--- config.mk ---
export PLATFORM = sky130hd
export DESIGN_NAME = alarm_timer_queue
export DESIGN_NICKNAME = d
export VERILOG_FILES = /design/src/rtl/atq_pkg.sv /design/src/rtl/atq_ram.sv /design/src/rtl/atq_div.sv /design/src/rtl/alarm_timer_queue.sv
export SDC_FILE = /design/constraint.sdc
export NUM_CORES = 1
export LEC_CHECK = 0
export BUFFER_PORTS_ARGS = -buffer_cell sky130_fd_sc_hd__buf_4
export CAP_MARGIN = 20
export CORE_MARGIN = 1.5
export CORE_UTILIZATION = 25
export DETAILED_ROUTE_END_ITERATION = 12
export GPL_TIMING_DRIVEN = 0
export SLEW_MARGIN = 20
export SYNTH_ARGS = -nofsm -noshare
export SYNTH_HDL_FRONTEND = slang
export SYNTH_SLANG_ARGS = --single-unit
--- constraint.sdc ---
create_clock -name clk -period 5.42 [get_ports clk]
set_clock_uncertainty 0.05 [all_clocks]
set_input_delay 0.542 -clock clk [delete_from_list [all_inputs] [get_ports clk]]
set_output_delay 0.542 -clock clk [all_outputs]
set_load 0.02 [all_outputs]
--- src/rtl/atq_pkg.sv ---
// ----------------------------------------------------------------------------
// atq_pkg
// shared types and constants of the alarm timer queue
// ----------------------------------------------------------------------------
`default_nettype none

package atq_pkg;

	// field widths
	localparam int SLOT_W    = 3;
	localparam int TIMEOUT_W = 32;
	localparam int CNT_W     = 33;   // two's complement count and key

	// the slot field reaches eight slots at most
	localparam int MAX_SLOTS = 8;

	// configuration port
	localparam int PADDR_W = 3;
	localparam int PDATA_W = 32;
	localparam logic [PADDR_W-1:0] ADDR_TICK_START = 3'd0;

	// command codes
	localparam logic CMD_TICK = 1'b0;
	localparam logic CMD_SET  = 1'b1;

	typedef enum logic [2:0] {
		ST_IDLE,
		ST_DIV,
		ST_SWEEP,
		ST_SCAN,
		ST_EMIT
	} state_t;

endpackage

`default_nettype wire

--- src/rtl/atq_ram.sv ---
// ----------------------------------------------------------------------------
// atq_ram
// simple dual-port ram, one write and one registered read port
// ----------------------------------------------------------------------------
`default_nettype none

module atq_ram #(
	parameter int WIDTH = 66,
	parameter int DEPTH = 8
) (
	input  wire logic                                   clk,
	input  wire logic                                   wr_en,
	input  wire logic [((DEPTH > 1) ? $clog2(DEPTH) : 1)-1:0] wr_addr,
	input  wire logic [WIDTH-1:0]                       wr_data,
	input  wire logic                                   rd_en,
	input  wire logic [((DEPTH > 1) ? $clog2(DEPTH) : 1)-1:0] rd_addr,
	output logic      [WIDTH-1:0]                       rd_data
);

	logic [WIDTH-1:0] mem_q [DEPTH];

	always_ff @(posedge clk) begin
		if (wr_en) begin
			mem_q[wr_addr] <= wr_data;
		end
		if (rd_en) begin
			rd_data <= mem_q[rd_addr];
		end
	end

endmodule

`default_nettype wire

--- src/rtl/atq_div.sv ---
// ----------------------------------------------------------------------------
// atq_div
// division by a fixed divisor through a reciprocal multiply
// ----------------------------------------------------------------------------
`default_nettype none

module atq_div #(
	parameter int DIVISOR_VAL = 64
) (
	input  wire logic                           clk,
	input  wire logic                           arst_n,
	input  wire logic                           start,
	input  wire logic [atq_pkg::TIMEOUT_W-1:0]  dividend,
	output logic                                done,
	output logic      [atq_pkg::TIMEOUT_W-1:0]  quotient
);

	localparam int W   = atq_pkg::TIMEOUT_W;
	localparam int L   = $clog2(DIVISOR_VAL);
	localparam int SH1 = (L > 0) ? 1 : 0;
	localparam int SH2 = (L > 1) ? (L - 1) : 0;
	localparam logic [63:0] P2L   = 64'd1 << L;
	// m = floor(2^W * (2^L - d) / d) + 1, always below 2^W
	localparam logic [63:0] RECIP = (((64'd1 << W) * (P2L - 64'(DIVISOR_VAL)))
	                                 / 64'(DIVISOR_VAL)) + 64'd1;
	localparam logic [W-1:0] RECIP_C = RECIP[W-1:0];

	logic           v1_s1;
	logic           v2_s2;
	logic           done_q;
	logic [W-1:0]   n_s1;
	logic [W-1:0]   n_s2;
	logic [W-1:0]   t1_s2;
	logic [W-1:0]   quot_q;

	logic [2*W-1:0] prod;
	logic [W-1:0]   diff;
	logic [W-1:0]   sum;

	// high half of the product, then fix-up add and shift
	assign prod = 64'(n_s1) * 64'(RECIP_C);
	assign diff = n_s2 - t1_s2;
	assign sum  = t1_s2 + (diff >> SH1);

	always_ff @(posedge clk or negedge arst_n) begin
		if (!arst_n) begin
			v1_s1  <= 1'b0;
			v2_s2  <= 1'b0;
			done_q <= 1'b0;
		end else begin
			v1_s1  <= start;
			v2_s2  <= v1_s1;
			done_q <= v2_s2;
		end
	end

	always_ff @(posedge clk) begin
		if (start) begin
			n_s1 <= dividend;
		end
		if (v1_s1) begin
			n_s2  <= n_s1;
			t1_s2 <= prod[2*W-1:W];
		end
		if (v2_s2) begin
			quot_q <= sum >> SH2;
		end
	end

	assign done     = done_q;
	assign quotient = quot_q;

endmodule

`default_nettype wire

--- src/rtl/alarm_timer_queue.sv ---
// ----------------------------------------------------------------------------
// alarm_timer_queue
// alarm table held in one ram; ticks count every armed slot down and emit
// expired slots in ascending key order
// ----------------------------------------------------------------------------
//
//  channel | dir | handshake                  | beat payload
//  --------+-----+----------------------------+------------------------------
//  input   | in  | in_valid / in_stall        | cmd, alarm_slot, timeout
//  output  | out | out_valid / out_stall      | fired_slot, last_fired
//  config  | in  | psel, penable, pwrite      | paddr, pwdata (tick_start)
//
//  set beat with nonzero timeout: the divider runs its steps
//  (reciprocal multiply, then add and shift) before the slot entry is written
//  cancel or out-of-range set beat: taken without leaving the idle state
//  tick beat: a sweep over the S ram entries, then a scan and an emission
//  per expired slot, or a bare scan when none expired; S = min(NUM_ALARMS, 8)
//  is the slot count; each emission rescans the ram for the least key
//  reset clears the armed and pending bits among other registers, not the ram;
//  entries are used only once written, so the ram needs no clearing pass
//  a stalled output holds the sequencer in the emit state; the next input
//  beat is taken as soon as the last result of a tick sits in the output
//  register
// ----------------------------------------------------------------------------
`default_nettype none

module alarm_timer_queue #(
	parameter int NUM_ALARMS    = 8,
	parameter int TIMEOUT_SCALE = 64
) (
	input  wire logic                                clk,
	input  wire logic                                arst_n,
	// configuration
	input  wire logic                                psel,
	input  wire logic                                penable,
	input  wire logic                                pwrite,
	input  wire logic [atq_pkg::PADDR_W-1:0]         paddr,
	input  wire logic [atq_pkg::PDATA_W-1:0]         pwdata,
	output logic      [atq_pkg::PDATA_W-1:0]         prdata,
	output logic                                     pready,
	// command beats
	input  wire logic                                in_valid,
	output logic                                     in_stall,
	input  wire logic                                cmd,
	input  wire logic [atq_pkg::SLOT_W-1:0]          alarm_slot,
	input  wire logic [atq_pkg::TIMEOUT_W-1:0]       timeout,
	// fired-slot beats
	output logic                                     out_valid,
	input  wire logic                                out_stall,
	output logic      [atq_pkg::SLOT_W-1:0]          fired_slot,
	output logic                                     last_fired
);

	localparam int SLOTS  = (NUM_ALARMS < atq_pkg::MAX_SLOTS) ? NUM_ALARMS
	                        : atq_pkg::MAX_SLOTS;
	localparam int AW     = (SLOTS > 1) ? $clog2(SLOTS) : 1;
	localparam int IW     = $clog2(SLOTS + 1);
	localparam int KW     = atq_pkg::CNT_W;
	localparam int TW     = atq_pkg::TIMEOUT_W;
	localparam int SW     = atq_pkg::SLOT_W;
	localparam int RAM_W  = 2 * KW;

	localparam logic [IW-1:0]    SLOTS_C = IW'(SLOTS);
	localparam logic [SW:0]      SLOTS_V = (SW + 1)'(SLOTS);
	localparam logic [SLOTS-1:0] ONE_V   = SLOTS'(1);
	localparam logic [KW-1:0]    SCALE_V = KW'(TIMEOUT_SCALE);

	// ------------------------------------------------------------------
	// registers
	// ------------------------------------------------------------------
	atq_pkg::state_t state_q, state_d;

	logic [TW-1:0]    tick_start_q;
	logic [SLOTS-1:0] armed_q;      // slot holds a live alarm
	logic [SLOTS-1:0] pend_q;       // expired on this tick, not yet emitted
	logic [IW-1:0]    idx_q;        // sweep / scan address counter

	logic             rd_vld_s1;
	logic [AW-1:0]    rd_idx_s1;

	logic             best_vld_q;
	logic [AW-1:0]    best_slot_q;
	logic [KW-1:0]    best_key_q;

	logic [AW-1:0]    set_slot_q;
	logic [TW-1:0]    set_key_q;

	logic             out_valid_q;
	logic [SW-1:0]    fired_q;
	logic             last_q;

	// ------------------------------------------------------------------
	// decode
	// ------------------------------------------------------------------
	logic             cfg_wr;
	logic             in_acc;
	logic             slot_ok;
	logic             arm_req;
	logic             out_free;
	logic             pend_left;

	logic [RAM_W-1:0] rd_data_s1;
	logic [KW-1:0]    rd_left_s1, rd_key_s1;
	logic [KW-1:0]    left_dec, key_dec;
	logic             expired;
	logic             better;

	logic             ram_rd_en;
	logic             ram_wr_en;
	logic [AW-1:0]    ram_wr_addr;
	logic [RAM_W-1:0] ram_wr_data;
	logic             wb_en;
	logic             div_start;
	logic             div_done;
	logic [TW-1:0]    div_quot;
	logic             out_load;

	assign cfg_wr    = psel && penable && pwrite && (paddr == atq_pkg::ADDR_TICK_START);
	assign in_acc    = in_valid && !in_stall;
	assign slot_ok   = ({1'b0, alarm_slot} < SLOTS_V);
	assign arm_req   = in_acc && (cmd == atq_pkg::CMD_SET) && slot_ok && (timeout != '0);
	assign out_free  = !out_valid_q || !out_stall;
	assign pend_left = ((pend_q & ~(ONE_V << best_slot_q)) != '0);

	assign rd_left_s1 = rd_data_s1[RAM_W-1:KW];
	assign rd_key_s1  = rd_data_s1[KW-1:0];
	assign left_dec   = rd_left_s1 - 1'b1;
	assign key_dec    = rd_key_s1 - SCALE_V;
	// remaining count at or below zero after the decrement
	assign expired    = left_dec[KW-1] || (left_dec == '0);
	assign better     = !best_vld_q || ($signed(rd_key_s1) < $signed(best_key_q));

	// ------------------------------------------------------------------
	// next state
	// ------------------------------------------------------------------
	always_comb begin
		state_d = state_q;
		unique case (state_q)
			atq_pkg::ST_IDLE: begin
				if (in_acc && (cmd == atq_pkg::CMD_TICK)) begin
					state_d = atq_pkg::ST_SWEEP;
				end else if (arm_req) begin
					state_d = atq_pkg::ST_DIV;
				end
			end
			atq_pkg::ST_DIV: begin
				if (div_done) begin
					state_d = atq_pkg::ST_IDLE;
				end
			end
			atq_pkg::ST_SWEEP: begin
				if (idx_q == SLOTS_C) begin
					state_d = atq_pkg::ST_SCAN;
				end
			end
			atq_pkg::ST_SCAN: begin
				if (pend_q == '0) begin
					state_d = atq_pkg::ST_IDLE;
				end else if (idx_q == SLOTS_C) begin
					state_d = atq_pkg::ST_EMIT;
				end
			end
			atq_pkg::ST_EMIT: begin
				if (out_free) begin
					state_d = pend_left ? atq_pkg::ST_SCAN : atq_pkg::ST_IDLE;
				end
			end
			default: state_d = atq_pkg::ST_IDLE;
		endcase
	end

	// ------------------------------------------------------------------
	// state outputs
	// ------------------------------------------------------------------
	always_comb begin
		in_stall  = 1'b1;
		ram_rd_en = 1'b0;
		wb_en     = 1'b0;
		div_start = 1'b0;
		out_load  = 1'b0;
		unique case (state_q)
			atq_pkg::ST_IDLE: begin
				in_stall  = 1'b0;
				div_start = arm_req;
			end
			atq_pkg::ST_DIV: begin
			end
			atq_pkg::ST_SWEEP: begin
				ram_rd_en = (idx_q != SLOTS_C);
				wb_en     = rd_vld_s1 && armed_q[rd_idx_s1];
			end
			atq_pkg::ST_SCAN: begin
				ram_rd_en = (idx_q != SLOTS_C);
			end
			atq_pkg::ST_EMIT: begin
				out_load = out_free;
			end
			default: begin
			end
		endcase
	end

	// the set write lands only in the divide state, the write-back only in
	// the sweep, and the sweep writes entry i-1 while reading entry i, so
	// no read ever meets a write to the same entry
	always_comb begin
		if (state_q == atq_pkg::ST_DIV) begin
			ram_wr_en   = div_done;
			ram_wr_addr = set_slot_q;
			ram_wr_data = {1'b0, div_quot, 1'b0, set_key_q};
		end else begin
			ram_wr_en   = wb_en;
			ram_wr_addr = rd_idx_s1;
			ram_wr_data = {left_dec, key_dec};
		end
	end

	// ------------------------------------------------------------------
	// control registers
	// ------------------------------------------------------------------
	always_ff @(posedge clk or negedge arst_n) begin
		if (!arst_n) begin
			state_q      <= atq_pkg::ST_IDLE;
			tick_start_q <= '0;
			armed_q      <= '0;
			pend_q       <= '0;
			idx_q        <= '0;
			rd_vld_s1    <= 1'b0;
			best_vld_q   <= 1'b0;
			out_valid_q  <= 1'b0;
		end else begin
			state_q   <= state_d;
			rd_vld_s1 <= ram_rd_en;

			// counter restarts on every pass
			if ((state_q == atq_pkg::ST_SWEEP || state_q == atq_pkg::ST_SCAN)
			    && (idx_q != SLOTS_C)) begin
				idx_q <= idx_q + 1'b1;
			end else begin
				idx_q <= '0;
			end

			// reinit disarms everything
			if (cfg_wr) begin
				tick_start_q <= pwdata;
				armed_q      <= '0;
			end else if (in_acc && (cmd == atq_pkg::CMD_SET) && slot_ok) begin
				armed_q[alarm_slot[AW-1:0]] <= 1'b0;
			end else if ((state_q == atq_pkg::ST_DIV) && div_done) begin
				armed_q[set_slot_q] <= 1'b1;
			end else if (out_load) begin
				armed_q[best_slot_q] <= 1'b0;
			end

			if (wb_en) begin
				pend_q[rd_idx_s1] <= expired;
			end else if (out_load) begin
				pend_q[best_slot_q] <= 1'b0;
			end

			// running minimum over the pending slots
			if (out_load) begin
				best_vld_q <= 1'b0;
			end else if ((state_q == atq_pkg::ST_SCAN) && rd_vld_s1
			             && pend_q[rd_idx_s1] && better) begin
				best_vld_q <= 1'b1;
			end

			if (out_load) begin
				out_valid_q <= 1'b1;
			end else if (!out_stall) begin
				out_valid_q <= 1'b0;
			end
		end
	end

	// ------------------------------------------------------------------
	// payload registers
	// ------------------------------------------------------------------
	always_ff @(posedge clk) begin
		rd_idx_s1 <= idx_q[AW-1:0];
		if ((state_q == atq_pkg::ST_SCAN) && rd_vld_s1 && pend_q[rd_idx_s1] && better) begin
			best_slot_q <= rd_idx_s1;
			best_key_q  <= rd_key_s1;
		end
		if (arm_req) begin
			set_slot_q <= alarm_slot[AW-1:0];
			set_key_q  <= timeout;
		end
		if (out_load) begin
			fired_q <= SW'(best_slot_q);
			last_q  <= !pend_left;
		end
	end

	// ------------------------------------------------------------------
	// alarm entry store: {ticks_left, order_key}
	// ------------------------------------------------------------------
	atq_ram #(
		.WIDTH (RAM_W),
		.DEPTH (SLOTS)
	) u_ram (
		.clk     (clk),
		.wr_en   (ram_wr_en),
		.wr_addr (ram_wr_addr),
		.wr_data (ram_wr_data),
		.rd_en   (ram_rd_en),
		.rd_addr (idx_q[AW-1:0]),
		.rd_data (rd_data_s1)
	);

	// timeout to remaining ticks
	atq_div #(
		.DIVISOR_VAL (TIMEOUT_SCALE)
	) u_div (
		.clk      (clk),
		.arst_n   (arst_n),
		.start    (div_start),
		.dividend (timeout),
		.done     (div_done),
		.quotient (div_quot)
	);

	assign prdata     = tick_start_q;
	assign pready     = 1'b1;
	assign out_valid  = out_valid_q;
	assign fired_slot = fired_q;
	assign last_fired = last_q;

	// ------------------------------------------------------------------
	// assertions
	// ------------------------------------------------------------------
	a_pend_armed: assert property (@(posedge clk) disable iff (!arst_n)
		(pend_q & ~armed_q) == '0)
		else $error("pending slot is not armed");

	a_idle_clean: assert property (@(posedge clk) disable iff (!arst_n)
		state_q == atq_pkg::ST_IDLE |-> pend_q == '0)
		else $error("expired slots left behind after a tick");

	a_emit_best: assert property (@(posedge clk) disable iff (!arst_n)
		state_q == atq_pkg::ST_EMIT |-> best_vld_q && pend_q[best_slot_q])
		else $error("emit without a pending minimum");

	a_out_src: assert property (@(posedge clk) disable iff (!arst_n)
		$rose(out_valid_q) |-> $past(state_q == atq_pkg::ST_EMIT))
		else $error("result appeared outside the emit state");

endmodule

`default_nettype wire

== After elaboration in Yosys (flattened, before gate mapping) ==
Memory sizes are Yosys's and may differ from the RTL's. A register that Yosys moved wholly into a read port is not among the register bits.
Index checks and enable logic that the tools add are counted.
Operators by class
  $add $sub $neg: 3
  order comparisons: 9
  equal/unequal tests: 12
  shifts and indexed selects: 1
  mux-type cells: 43
  bitwise operators: 9
  reductions and logical operators: 36
Operators by type and width (number)
  66-bit two-way mux: 1
  8-bit two-way mux: 6
  33-bit logical NOT: 1
  33-bit < comparator: 1
  33-bit by 1-bit subtractor with 33-bit output, second input constant: 1
  33-bit by 7-bit subtractor with 33-bit output, second input constant: 1
  8-bit bitwise AND: 4
  32-bit nonzero test: 1
  3-bit two-way mux: 8
  8-bit inverter: 3
  1-bit two-way mux: 18
  1-bit logical AND: 17
  3-bit by 4-bit < comparator with 1-bit output, second input constant: 4
  3-bit one-hot mux with 5 select lines: 1
  1-bit demux with 3-bit select: 4
  3-bit by 1-bit >= comparator with 1-bit output, second input constant: 4
  8-bit bitwise mux: 1
  8-bit logical NOT: 1
  8-bit bitwise OR: 1
  8-bit nonzero test: 1
  1-bit by 3-bit << shifter with 8-bit output, first input constant: 1
  1-bit binary-select mux with 3-bit select: 2
  3-bit by 2-bit == test with 1-bit output, second input constant: 2
  3-bit logical NOT: 2
  18 further kinds: 27
Word-level totals
  register bits: 229
  RAM bits: 528
  bits of input ports: 78
  output and inout bits: 39
  logic and storage cells: 135
  memories kept: 1
Memories
  u_ram.mem_q: words 8, bits a word 66, read ports 1, clocked after Yosys merged registers in 1, wr ports 1, line atq_ram.sv:20  | logic [WIDTH-1:0] mem_q [DEPTH];

== Depth between registers and ports, before layout ==
  word-level depth: 10
  mapped depth: 11
  depth with buffers taken out: 9

== Modules after synthesis ==
A second synthesis with hierarchy kept.
Second synthesis, totals
  cells, all modules: 1777
  area total of the unflattened synthesis: 32403.6 um^2
Modules (own cells, without submodules)
  atq_ram: instances 1, cells an instance 842, area each 21834.7 um^2, sequential area each 17837.1 um^2
  alarm_timer_queue: instances 1, cells an instance 847, area each 8102.8 um^2, sequential area each 3763.6 um^2
  atq_div: instances 1, cells an instance 88, area each 2466.1 um^2, sequential area each 2417.3 um^2

== Least setup slack after synthesis ==
OpenSTA, ideal clock, no wires.
  path type: reg2reg
  start point: reg state_q[1]
  end point: mem u_ram.mem_q[7][0] (enable)
  setup time: 0.490 ns
  arrival: 4.355 ns
  required time: 4.880 ns
  setup slack: 0.525 ns
  stages on the path, launching flop included: 9
  path buffers: 3
  clock period less this slack: 4.895 ns
  cells stage by stage: dfrtp_1 -> clkbuf_1 -> nor2_1 -> and2_1 -> clkbuf_1 -> clkbuf_1 -> nand3_1 -> and2_1 -> nor2_1
On the way
  word-level cells in the longest chain between the ends: 5
  elaborated cells on any way between the ends: 7
  classes of those cells: 2 x eq/ne; 5 x mux
RTL lines
  from (decl): line alarm_timer_queue.sv:71  | atq_pkg::state_t state_q, state_d;
  from (signal assigned): line alarm_timer_queue.sv:223  | state_q <= atq_pkg::ST_IDLE;
  from (signal assigned): line alarm_timer_queue.sv:232  | state_q <= state_d;
  3-bit by 2-bit == test with 1-bit output: line alarm_timer_queue.sv:181  | unique case (state_q)
  1-bit two-way mux: line alarm_timer_queue.sv:181
  1-bit two-way mux: line alarm_timer_queue.sv:207  | if (state_q == atq_pkg::ST_DIV) begin
  1-bit two-way mux: line atq_ram.sv:23  | if (wr_en) begin
  1-bit two-way mux (implied by the code): line atq_ram.sv:24  | mem_q[wr_addr] <= wr_data;
  to (decl): line atq_ram.sv:20
Parallel ways exist; a longest one is shown, timed or not.

== Worst setup path after layout ==
  start point: reg idx_q[1]
  end point: reg u_ram.rd_data[14], read port of u_ram.mem_q (enable)
On the way
  word-level cells in the longest chain between the ends: 2
RTL lines
  from (decl): line alarm_timer_queue.sv:76  | logic [IW-1:0] idx_q;
  from (signal assigned): line alarm_timer_queue.sv:238  | idx_q <= idx_q + 1'b1;
  4-bit inequality test: line alarm_timer_queue.sv:189, alarm_timer_queue.sv:193
  1-bit two-way mux
  named net ram_rd_en: line alarm_timer_queue.sv:108  | logic ram_rd_en;
  to (decl): line atq_ram.sv:17  | output logic [WIDTH-1:0] rd_data
The timed path passes the listed nets, and every way through them passes these cells.
A chain may end at the register's enable or synchronous reset.

==> summary.txt <==
Outcome
  – Status: complete, no violations

Pwr
  – Power after layout: about 21 mW
  – Power per cell area: between 500 and 600 nW/um^2
  – Lkg Pwr: 12.7 nW
  – Peak supply drop: between 200 and 300 uV

Yosys
  – Syn Nets: approximately 2.0k
  – Synth Cell Area: approximately 32000 sq um
  – Sequential share of the synthesized area: 0.741
  – Synth warn: 0
  – Syn_area_per_cell: ~18 sq um
  – Post-synth EDFFs: approximately 750
  – Cells after synthesis: 1836
  – #FFs+latches synth: between 800 and 900
  – Area share of the leading cell type in the synthesized netlist: 0.692
  – Synth top area cells: edfxtp_1, mux4_2, dfrtp_1
  – FFs w/ async S/R, synth: 0.0752
  – Area leader, netlist: edfxtp_1
  – Synth cell types: 73
  – Main synth FF type: edfxtp_1

Die
  – Starting Density: 0.253
  – Row count: roughly 130
  – Die Area: 132000 sq um
  – I/O pin cnt: 117
  – Core ar.: ~130000 sq um
  – Die span in x: between 300 and 400 um
  – Die extent in y: roughly 360 um

Worst hold path
  – Hold Startpoint: timeout[4]
  – Hold Path Sink: set_key_q[4]
  – Hold Path Class: in2reg
  – Hold depth: 1

Finish
  – Fillers: 12.6k
  – Commonest cells after routing, fill and taps aside: edfxtp_1, nand2_1, mux4_2
  – Register area: 24000 sq um
  – Area occupied by multi-input gates: 8010 sq um
  – Final Net Count: 2186
  – Most common cell after layout, fill and taps aside: edfxtp_1
  – Area growth syn-to-layout: 20.2%
  – Ant diodes: 0
  – Fraction of layout cells with a size suffix above 1: 0.243

Clock tree
  – Post-CTS Setup Repair Bufs: 0
  – CTS Buffer Depth: 3
  – CTS root buf: clkbuf_16
  – Hold_buf cts: 3
  – Total CTS buffers: between 80 and 90
  – Post_cts resized: 0
  – Clock sinks: around 800
  – H-tree Lvls: 3
  – Clock transition at the registers of the reported paths: approximately 0.06 ns
  – TritonCTS clock tree: done
  – Worst skew pair latency: 0.66 ns

Detailed routing
  – Vias per inst: 4.48
  – Vias: approximately 17k
  – DR iter-0 viols: 1533
  – Routed WL: 78100 um
  – Drt pass-1 iters: 5
  – Antenna viol nets, final: 0
  – Remaining DRCs: 0
  – Drt wl/cell: about 20 um

Placement
  – Port buffer count: 115
  – GPL Wtd Cong: between 0.8 and 0.9
  – Pre-CTS WS: approximately 0.36 ns
  – Detailed Place HPWL: 53200 um

STA
  – Min cycle time layout: roughly 4.7 ns
  – Tcrit/Tclk final: 0.864
  – RSZ-0062 raised after global routing: no
  – Worst Tran Pin Value: about 1.1 ns
  – Slew Viols, Final: 0
  – Count of final hold-check violations: 0
  – Final setup vio count: 0
  – Hold Worst Slack: between 0.04 and 0.05 ns
  – Fmax: roughly 0.21 GHz
  – Final worst setup slack: 0.736 ns
  – Slew Limit Headroom: 0.244

Critical path
  – Most used cell, CP: clkbuf_1
  – Crit path largest cell delay: between 0.9 and 1 ns
  – Worst Path Arrival: 4.94 ns
  – Crit path max fanout: 43
  – R2R Setup Slk: approximately 0.74 ns
  – Crit end category: register
  – Reg-to-reg endpoint: u_ram.rd_data[14]
  – Critical Path Slowest Stage Cell: clkbuf_1
  – Origin of the critical flop-to-flop path: idx_q[1]
  – Critical path type: reg2reg
  – WP data required: approximately 5.7 ns
  – Startpoint types: register
  – R2r worst-path depth: 9
  – Worst path cell trace: clkbuf_1 > clkbuf_1 > clkbuf_1 > inv_1 > ha_1 > nand2_1 > o21ai_0 > inv_4 > buf_16

GRT
  – First-pass GRT wire length: 116000 um
  – Initial antenna violation count: 2
  – Vias in the first global route: between 15k and 20k
  – Largest net degree at the start of global routing: 62
  – Gr ovfl total: 0
  – Total GRT Usage: 0.117

Flow run
  – MaxCap Viol Count: 0
[metrics by stage]
step	std cells	TNS, ns	util	instance area (sq um)
after floorplan	1836	0	-	32400
after global placement	3680	-1881.35	0.277	35400
after detailed placement	3713	0	0.283	36300
after CTS	3868	0	0.304	38900
after global routing	3869	0	0.304	39000
final	3869	0	0.304	39000
[cell type report]
class,instances,area share
Tap cell,1729,0.0555
Sequential cell,811,0.617
Clock buffer,103,0.0547
Multi-Input combinational cell,901,0.206
Timing Repair Buffer,152,0.0430
Clock inverter,49,0.0122
Buffer,75,0.00768
Inverter,49,0.00478
[cells in the mapped netlist, drive strengths merged, types with 6 or more instances]
library cell  count
edfxtp          747
nand2           205
mux4            134
nor2             80
mux2             67
dfrtp            61
o21ai            59
clkbuf           53
inv              49
ha               37
xnor2            33
nor4             30
a21oi            29
buf              22
nor3             20
a31oi            18
xor2             16
nand4            15
a21o             14
nand3            14
nor2b            11
nand2b            9
and2              8
or3               8
or4               8
nor3b             6
o31ai             6
[critical path: cells and delay by family (launching register included)]
| family | cells | cell delay (ns) |
|---|---|---|
| buffers and inverters | 6 | 3.27 |
| DFF | 1 | 0.36 |
| AOI/OAI and AO/OA | 1 | 0.30 |
| adders and majority gates | 1 | 0.22 |
| and+or+nand+nor | 1 | 0.06 |
[worst max path at each step]
stage | start | endpoint | slack, ns | depth (start not counted)
global placement | state_q[1] | u_ram.mem_q[1][12] | -3.73 | 8
CTS | idx_q[0] | u_ram.rd_data[14] | 0.30 | 9
global route | idx_q[1] | u_ram.rd_data[14] | 0.54 | 9
finish | idx_q[1] | u_ram.rd_data[14] | 0.74 | 9
detailed placement | idx_q[0] | u_ram.rd_data[10] | 0.36 | 9
floorplan | state_q[1] | u_ram.mem_q[7][0] | 0.53 | 8
[logic make-up after synthesis]
logic type,after synthesis,share of synthesized area
buf+inv,124,0.0145
other cells,1,0.000116
simple gates,435,0.0646
compound gates,173,0.0345
fa+ha+maj,37,0.0143
xor+xnor,49,0.0132
mux,206,0.118
flops,811,0.741
[registers in the layout, summed over array words and instances, names as in the netlist, 3 cells and up]
signal and cells:
armed_q 8, best_key_q 33, best_slot_q 3, fired_slot 3, idx_q 4, pend_q 8, prdata 32, rd_idx_s1 3
set_key_q 32, set_slot_q 3, state_q 3, u_div.n_s1 26, u_div.n_s2 26, u_div.quotient 26, u_ram.mem_q 528, u_ram.rd_data 66
[routing by layer]
| metal | global-route usage | vias to the layer above | wire (um) |
|---|---|---|---|
| li1 | - | 7702 | - |
| met1 | 0.152 | 8975 | 33300 |
| met2 | 0.194 | 546 | 38200 |
| met3 | 0.0180 | 125 | 3950 |
| met4 | 0.0484 | 2 | 2690 |
| met5 | 0 | - | 9 |
[power breakdown]
part	leakage, nW	switching (mW)	internal, mW
Combinational	3.81	3.54	2.11
Sequential	7.61	0.645	8.90
Clock	1.26	2.44	3.07
Total	12.7	6.62	14.1
Note: power is estimated with default switching activity, not from simulation.
